## config.mk

```make
export PLATFORM = sky130hd
export DESIGN_NAME = kseq_event_ring
export DESIGN_NICKNAME = d
export VERILOG_FILES = /design/src/rtl/kseq_pkg.sv /design/src/rtl/kseq_ram.sv /design/src/rtl/kseq_event_ring.sv
export SDC_FILE = /design/constraint.sdc
export NUM_CORES = 2
export LEC_CHECK = 0
export BUFFER_PORTS_ARGS = -buffer_cell sky130_fd_sc_hd__clkbuf_2
export CORE_AREA = 4 4 464 466
export DETAILED_ROUTE_END_ITERATION = 6
export DIE_AREA = 0 0 468 470
export PLACE_DENSITY_LB_ADDON = 0.05
export SLEW_MARGIN = 0
export SYNTH_ARGS = -nofsm -noshare
export SYNTH_HDL_FRONTEND = slang
export SYNTH_SLANG_ARGS = --single-unit
```

## constraint.sdc

```tcl
create_clock -name clock -period 3.1 [get_ports clock]
set_input_delay 0.465 -clock clock [delete_from_list [all_inputs] [get_ports clock]]
set_output_delay 0.465 -clock clock [all_outputs]
set_load 0.05 [all_outputs]
```

## src/rtl/kseq_pkg.sv

```systemverilog
// ----------------------------------------------------------------------------
// kseq_pkg
// Shared types, codes and the key-to-text table for the scancode event queue.
// ----------------------------------------------------------------------------
package kseq_pkg;

   localparam int KSEQ_QUEUE_DEPTH = 128;
   localparam int KSEQ_REPEAT_BITS = 8;

   localparam int KEY_COUNT   = 128;
   localparam int KEY_W       = 7;
   localparam int RELEASE_POS = 7;

   // request codes
   localparam logic [1:0] REQ_SCAN  = 2'd0;
   localparam logic [1:0] REQ_POLL  = 2'd1;
   localparam logic [1:0] REQ_QUERY = 2'd2;

   // event kinds
   localparam logic [1:0] KIND_PRESS   = 2'd0;
   localparam logic [1:0] KIND_REPEAT  = 2'd1;
   localparam logic [1:0] KIND_RELEASE = 2'd2;
   localparam logic [1:0] KIND_TEXT    = 2'd3;

   // modifier keys
   localparam logic [KEY_W-1:0] KEY_CTRL   = 7'd29;
   localparam logic [KEY_W-1:0] KEY_LSHIFT = 7'd42;
   localparam logic [KEY_W-1:0] KEY_RSHIFT = 7'd54;
   localparam logic [KEY_W-1:0] KEY_ALT    = 7'd56;

   localparam logic [6:0] CHAR_NONE   = 7'h00;
   localparam logic [6:0] CHAR_SPACE  = 7'h20;
   localparam logic [6:0] CASE_OFFSET = 7'h20;

   typedef struct packed {
      logic [1:0] req_type;
      logic [7:0] scan_byte;
      logic [6:0] query_key;
   } kseq_request_type;

   typedef struct packed {
      logic       event_valid;
      logic [1:0] event_kind;
      logic [6:0] event_key;
      logic [7:0] event_repeats;
      logic [6:0] event_char;
      logic       key_down;
      logic [7:0] key_repeats;
      logic [2:0] modifiers;
   } kseq_response_type;

   typedef struct packed {
      logic [1:0] kind;
      logic [6:0] key;
      logic [7:0] repeats;
      logic [6:0] char_code;
   } kseq_entry_type;

   typedef struct packed {
      logic             rd_en;
      logic [KEY_W-1:0] rd_key;
      logic             wr_en;
      logic [KEY_W-1:0] wr_key;
   } kseq_key_ctl_type;

   typedef struct packed {
      logic read;
      logic pop;
      logic push;
   } kseq_ring_ctl_type;

   typedef enum logic [1:0] {
      ST_IDLE,
      ST_EXEC,
      ST_TEXT
   } kseq_state_type;

   // lower-case character of a set-1 key, none for keys without text
   function automatic logic [6:0] text_of_key(input logic [KEY_W-1:0] key);
      logic [6:0] ch;
      case (key)
         7'd16: ch = 7'h71; // q
         7'd17: ch = 7'h77; // w
         7'd18: ch = 7'h65; // e
         7'd19: ch = 7'h72; // r
         7'd20: ch = 7'h74; // t
         7'd21: ch = 7'h79; // y
         7'd22: ch = 7'h75; // u
         7'd23: ch = 7'h69; // i
         7'd24: ch = 7'h6f; // o
         7'd25: ch = 7'h70; // p
         7'd30: ch = 7'h61; // a
         7'd31: ch = 7'h73; // s
         7'd32: ch = 7'h64; // d
         7'd33: ch = 7'h66; // f
         7'd34: ch = 7'h67; // g
         7'd35: ch = 7'h68; // h
         7'd36: ch = 7'h6a; // j
         7'd37: ch = 7'h6b; // k
         7'd38: ch = 7'h6c; // l
         7'd44: ch = 7'h7a; // z
         7'd45: ch = 7'h78; // x
         7'd46: ch = 7'h63; // c
         7'd47: ch = 7'h76; // v
         7'd48: ch = 7'h62; // b
         7'd49: ch = 7'h6e; // n
         7'd50: ch = 7'h6d; // m
         7'd57: ch = CHAR_SPACE;
         default: ch = CHAR_NONE;
      endcase
      return ch;
   endfunction

endpackage

```

## src/rtl/kseq_ram.sv

```systemverilog
// ----------------------------------------------------------------------------
// kseq_ram
// Generic single-write, single-read RAM with registered read data.
// ----------------------------------------------------------------------------
module kseq_ram #(
   parameter int WIDTH = 8,
   parameter int DEPTH = 128
) (
   input  logic                     clock,
   input  logic                     wr_en,
   input  logic [$clog2(DEPTH)-1:0] wr_addr,
   input  logic [WIDTH-1:0]         wr_data,
   input  logic                     rd_en,
   input  logic [$clog2(DEPTH)-1:0] rd_addr,
   output logic [WIDTH-1:0]         rd_data
);

   logic [WIDTH-1:0] mem_ff [DEPTH];
   logic [WIDTH-1:0] rd_data_ff;

   always_ff @(posedge clock) begin
      if (wr_en) begin
         mem_ff[wr_addr] <= wr_data;
      end
      if (rd_en) begin
         rd_data_ff <= mem_ff[rd_addr];
      end
   end

   assign rd_data = rd_data_ff;

endmodule

```

## src/rtl/kseq_event_ring.sv

```systemverilog
// ----------------------------------------------------------------------------
// kseq_event_ring
// Event queue in a RAM with read and write pointers; a push into a full
// queue drops the oldest event.
// ----------------------------------------------------------------------------
module kseq_event_ring #(
   parameter int QUEUE_DEPTH = 128
) (
   input  logic                        clock,
   input  logic                        reset,
   input  kseq_pkg::kseq_ring_ctl_type ctl,
   input  kseq_pkg::kseq_entry_type    push_entry,
   output kseq_pkg::kseq_entry_type    head_entry,
   output logic                        empty
);
   import kseq_pkg::*;

   localparam int PTR_W = $clog2(QUEUE_DEPTH);
   localparam logic [PTR_W-1:0] PTR_LAST = PTR_W'(QUEUE_DEPTH - 1);

   logic [PTR_W-1:0] wr_ptr_ff, wr_ptr_in;
   logic [PTR_W-1:0] rd_ptr_ff, rd_ptr_in;
   logic [PTR_W-1:0] wr_next, rd_next;
   logic [$bits(kseq_entry_type)-1:0] rd_word;

   kseq_ram #(
      .WIDTH ($bits(kseq_entry_type)),
      .DEPTH (QUEUE_DEPTH)
   ) u_ring_ram (
      .clock   (clock),
      .wr_en   (ctl.push),
      .wr_addr (wr_ptr_ff),
      .wr_data (push_entry),
      .rd_en   (ctl.read),
      .rd_addr (rd_ptr_ff),
      .rd_data (rd_word)
   );

   assign wr_next = (wr_ptr_ff == PTR_LAST) ? '0 : wr_ptr_ff + 1'b1;
   assign rd_next = (rd_ptr_ff == PTR_LAST) ? '0 : rd_ptr_ff + 1'b1;

   always_comb begin
      wr_ptr_in = wr_ptr_ff;
      rd_ptr_in = rd_ptr_ff;
      if (ctl.push) begin
         wr_ptr_in = wr_next;
         // full: the oldest event goes
         if (wr_next == rd_ptr_ff) begin
            rd_ptr_in = rd_next;
         end
      end else if (ctl.pop) begin
         rd_ptr_in = rd_next;
      end
   end

   always_ff @(posedge clock) begin
      if (reset) begin
         wr_ptr_ff <= '0;
         rd_ptr_ff <= '0;
      end else begin
         wr_ptr_ff <= wr_ptr_in;
         rd_ptr_ff <= rd_ptr_in;
      end
   end

   assign empty      = (wr_ptr_ff == rd_ptr_ff);
   assign head_entry = kseq_entry_type'(rd_word);

   a_push_not_empty : assert property (@(posedge clock) disable iff (reset)
      ctl.push |=> !empty)
      else $error("queue empty after a push");

   a_pop_has_event : assert property (@(posedge clock) disable iff (reset)
      ctl.pop |-> !empty && !ctl.push)
      else $error("pop from empty queue or together with a push");

endmodule

```

Word-level counts from Yosys, hierarchy flattened
Memories as Yosys holds them, arrays and structs flattened. A register that Yosys moved wholly into a read port is not among the register bits.
Cells that the tools add are included.
Cells by class
  add/subtract/negate cells: 2
  equality and inequality tests: 5
  muxes and demuxes: 7
  reductions and logical operators: 2
Operator list (number)
  $mux W7: 5
  $add A7 B1 Y7 const B: 2
  $eq A7 B7 Y1: 2
  $eq A7 B7 Y1 const B: 2
  $mux W1: 2
  $ne A2 B1 Y1 const B: 1
  $reduce_and A2 Y1: 1
  $reduce_bool A2 Y1: 1
Word-level totals
  register bits: 14
  memory bits (writable): 3072
  input port bits: 29
  output and inout bits: 25
  word-level logic and storage cells: 19
  memories: 1
Memory list
  u_ring_ram.mem_ff: depth 128, bits a word 24, read ports 1, clocked after Yosys merged registers in 1, wr ports 1, line kseq_ram.sv:18  | logic [WIDTH-1:0] mem_ff [DEPTH];

Logic depth before layout (Yosys ltp)
  word-level depth: 5
  depth in mapped cells: 12
  mapped depth without buffers: 8

By module
Synthesis repeated with hierarchy kept, for this count alone.
Second synthesis, totals
  cell total of the unflattened synthesis: 4660
  area total of the unflattened synthesis: 118633.8 µm²
By module, submodules not included
  kseq_ram: instances 1, cells an instance 4538, area an instance 117621.6 µm², sequential area each 92969.2 µm²
  kseq_event_ring: instances 1, cells an instance 122, area an instance 1012.2 µm², sequential area each 280.3 µm²

Worst setup path before layout
No wires, ideal clock.
  kind: flip-flop to output port
  from: register rd_ptr_ff[0]
  to: output port empty
  arrival time: 3180 ps
  required time: 2635 ps
  setup slack: -545 ps
  stages on the path, launching flop included: 11
  buffers on the path: 7
  path through: dfxtp_1 buf_6 buf_6 buf_6 buf_6 buf_6 buf_4 buf_4 xnor2_1 nand4_1 nor4_1
Between the ends
  longest elaborated chain between the ends: 1
RTL lines
  start, declared: line kseq_event_ring.sv:22  | logic [PTR_W-1:0] rd_ptr_ff, rd_ptr_in;
  start signal, assigned: line kseq_event_ring.sv:62  | rd_ptr_ff <= rd_ptr_in;
  $eq A7 B7 Y1: line kseq_event_ring.sv:66  | assign empty = (wr_ptr_ff == rd_ptr_ff);
  end, declared: line kseq_event_ring.sv:14  | output logic empty
No other way between the ends.

==> summary.md <==
| Metric | Value |
|---|---|
| Synth top area share | between 70% and 80% |
| Mapped cell area | roughly 120000 µm² |
| Initial antenna violation count | 17 |
| Max-slew headroom | 9.432% |
| CTS Sinks | ~3100 |
| Leakage power total | 0.04376 µW |
| Crit path required time | 3780 ps |
| Largest net degree at the start of global routing | 129 |
| Maxcap violations | 0 |
| Final period util | 102.8% |
| Met2 usage | 47.40% |
| DRC Markers | 0 |
| Synth area leader | edfxtp_1 |
| Buffer levels on the longest clock path | 4 |
| Maximum VDD drop | 0.0005896 V |
| Total global routing track utilization | 31.42% |
| Slowest stage cell, crit path | mux4_2 |
| Worst hold path stage count | 1 |
| First-pass GRT wire length | 477.7 mm |
| CTS tree | yes |
| Dpl cells | 8499 |
| Worst hold path type | in -> reg |
| Ys async rst share | 0% |
| Sw frac | 21.39% |
| Starting DRT DRC Count | 8965 |
| CP peak stage delay | 480 ps |
| Die X-Extent | 468 µm |
| Core ar. | approximately 210000 µm² |
| Share of cells above drive strength 1 | 33.57% |
| Die Span Y | ~470 µm |
| Flop pwr share | 52.0% |
| Fin Clk Skew | 44.14 ps |
| Most common cell in the netlist | edfxtp_1 |
| Routed vias/inst | 6.743 |
| Final Cell Area | around 140000 µm² |
| Power share of the clock group | between 40 and 50% |
| Syn_nets | 5388 |
| Placed cell areas | around 130000 µm² |
| Fin. Hold Viols | 0 |
| WP data arrival | 3870 ps |
| Row cnt | about 170 |
| Synth unique cells | 58 |
| Post-synth EDFFs | 3096 |
| Busiest grt layer | met2 |
| DRT Wirelength | 344.1 mm |
| Sequential area share after synthesis | 77.93% |
| WS Path Type | reg -> reg |
| PD cells | approximately 640 nW/µm² |
| P_sw | 19130 µW |
| Met1 usage | between 40% and 50% |
| Filler cell count | about 14000 |
| Synthesized area per cell | 22.34 µm² |
| Met3 GRT Util | 6.487% |
| Hold WS | 47.40 ps |
| Placer Congestion | about 0.90 |
| Final setup fails | 3 |
| Final Max Slew Viols | 0 |
| RSZ-0062 raised after global routing | yes |
| Buffers on Ports | 53 |
| Post-DRT Antenna Nets | 0 |
| Post-Layout Cell Count | 9126 |
| Total power | 89440 µW |
| Synth area leaders | edfxtp_1 (78%), mux4_2 (14%), mux2i_1 (1.3%), nor2_1 (0.55%), mux2_2 (0.54%) |
| Post-layout min period | 3187 ps |
| Most used DFF post-synth | edfxtp_1 |
| Vias in the first global route | between 50000 and 60000 |
| Final WS setup | -87.39 ps |
| Initial core utilization | between 50% and 60% |
| Core Util, Final | 66.21% |
| Leading post-synthesis cells by instance count | edfxtp_1 (3096), mux4_2 (763), nor2_1 (174), mux2i_1 (160), nand2_1 (159) |
| Failing checks | negative setup slack |
| Achievable frequency | 313.7 MHz |
| DR pass1 iterations | 6 |
| Status | complete, but fails checks |
| CTS Buf Count | 330 |
| Critical path peak fanout | 7 |
| Area grow syn2layout | 16.89% |
| Die area | 220000 µm² |
| Worst-Margin Slew | between 1000 and 1500 ps |
| Top Ports | 54 |
| Later-pin clock latency in the skew report | approximately 960 ps |
| Worst-path cell chain | buf_12 -> buf_12 -> buf_16 -> buf_12 -> buf_4 -> mux4_2 -> mux2_4 -> a21oi_4 -> o21ai_1 -> buf_4 -> a211oi_4 -> buf_4 -> a31oi_1 |
| Warnings from Yosys | 0 |
| Combinational share of power | roughly 7.2% |
| Crit start category | register |
| CTS Root Cell | clkbuf_16 |
| Total grt overflow | 0 |
| Final HPWL DP | 202.8 mm |
| CP endpoint kind | register |
| R2r worst-path depth | 13 |
| Flops & latches, synth | 3110 |
| Maximum level of the CTS H-tree | 5 |
| Post-Syn Instances | between 5000 and 6000 |
| Final #Nets | 6103 |
| Pint | 70310 µW |
| WL/cell | between 30 and 40 µm |
| Clock transition at path regs | about 60 ps |
| Vias | 61539 |
[cell families after synthesis]
| kind of cell | synth area share, % |
|---|---|
| mux | 16.26 |
| simple gates | 1.857 |
| compound gates | 2.397 |
| xor+xnor | 0.1098 |
| buf+inv | 1.422 |
| fa+ha+maj | 0.02091 |
| flops | 77.93 |
[path summary, 6_finish.rpt]
path,start,to,slack [ps]
worst max-delay path,rd_ptr_ff[0],u_ring_ram.rd_data[6],-90
worst min register to register,wr_ptr_ff[5],wr_ptr_ff[5],680
worst max register to register,rd_ptr_ff[0],u_ring_ram.rd_data[6],-90
worst min-delay path,push_entry[21],u_ring_ram.mem_ff[72][21],50
[power groups by stage]
stage	Combinational (µW)	Clock, µW	Sequential [µW]
global route	6750	38900	46500
finish	6420	36500	46500
global placement	6020	0	47400
detailed placement	6080	0	47400
floorplan	3360	0	47400
CTS	6300	37000	46500
[state kept, by name (all words and copies together), names as in the netlist]
signal              flops
u_ring_ram.rd_data     24
u_ring_ram.mem_ff    3072
rd_ptr_ff               7
wr_ptr_ff               7
[final cells by class]
type | instances | area [µm²] | share of cell area, %
tap | 2821 | 3530 | 2.524
antenna | 8 | 20.02 | 0.01431
clock inverter | 149 | 1081 | 0.7729
timing repair buffer | 689 | 7609 | 5.440
sequential | 3110 | 93270 | 66.69
clock buffer | 408 | 8708 | 6.226
multi-input combinational | 1933 | 25600 | 18.30
inverter | 8 | 45.04 | 0.03220
[critical path: cells and delay by family, from the launching register on]
family | cells | cell delay (ps)
buf+inv | 7 | 1040
mux | 2 | 780
compound gates | 4 | 700
flops | 1 | 370
[stage by stage]
stage               setup slack [ps]  setup TNS [ps]
finish                        -87.39          -168.3
global placement              -812.7           -6265
CTS                           -86.13          -151.4
global route                  -105.0          -336.9
floorplan                     -313.7          -43800
detailed placement            -844.0           -6184
[per-layer routing]
layer  up-vias  wire, µm
met5         -        11
met4         2     12900
met3       552     35120
met2      3588    160800
met1     33242    135300
li1      24155         -
[layout by cell type (no fill, tap or decap), drive strengths merged, types with 6 or more instances in the layout]
cell / synthesis / final
mux2i: 160 / 160
nor2b: 45 / 45
bufinv: 0 / 15
a32oi: 7 / 7
nand2: 160 / 160
nand4: 7 / 7
o221ai: 12 / 12
a31oi: 48 / 48
edfxtp: 3096 / 3096
clkinv: 0 / 126
nor4: 6 / 6
a211oi: 44 / 44
o211ai: 7 / 7
and2: 6 / 6
mux4: 764 / 764
a21oi: 78 / 78
nor2: 174 / 174
clkbuf: 104 / 443
o21ai: 71 / 71
buf: 202 / 640
a22oi: 76 / 76
nand3: 53 / 53
inv: 8 / 11
xor2: 7 / 7
a221oi: 14 / 14
mux2: 57 / 57
a311oi: 9 / 9
dfxtp: 14 / 14
o22ai: 43 / 43
diode: 0 / 8
nor3b: 6 / 6
xnor2: 8 / 8
nor3: 18 / 18
dlygate4sd3: 0 / 9
[timing repair]
action | CTS | global route
endpoints found under the hold margin | 189 | 0
endpoints found under the setup margin | 25 | 23
pin swaps | 3 | 10
resized for setup | 50 | 49
gates cloned | 5 | 6
buffers inserted | 13 | 29
hold buffers | 9 | 0
No activity file was read; power rests on OpenSTA's default activity.
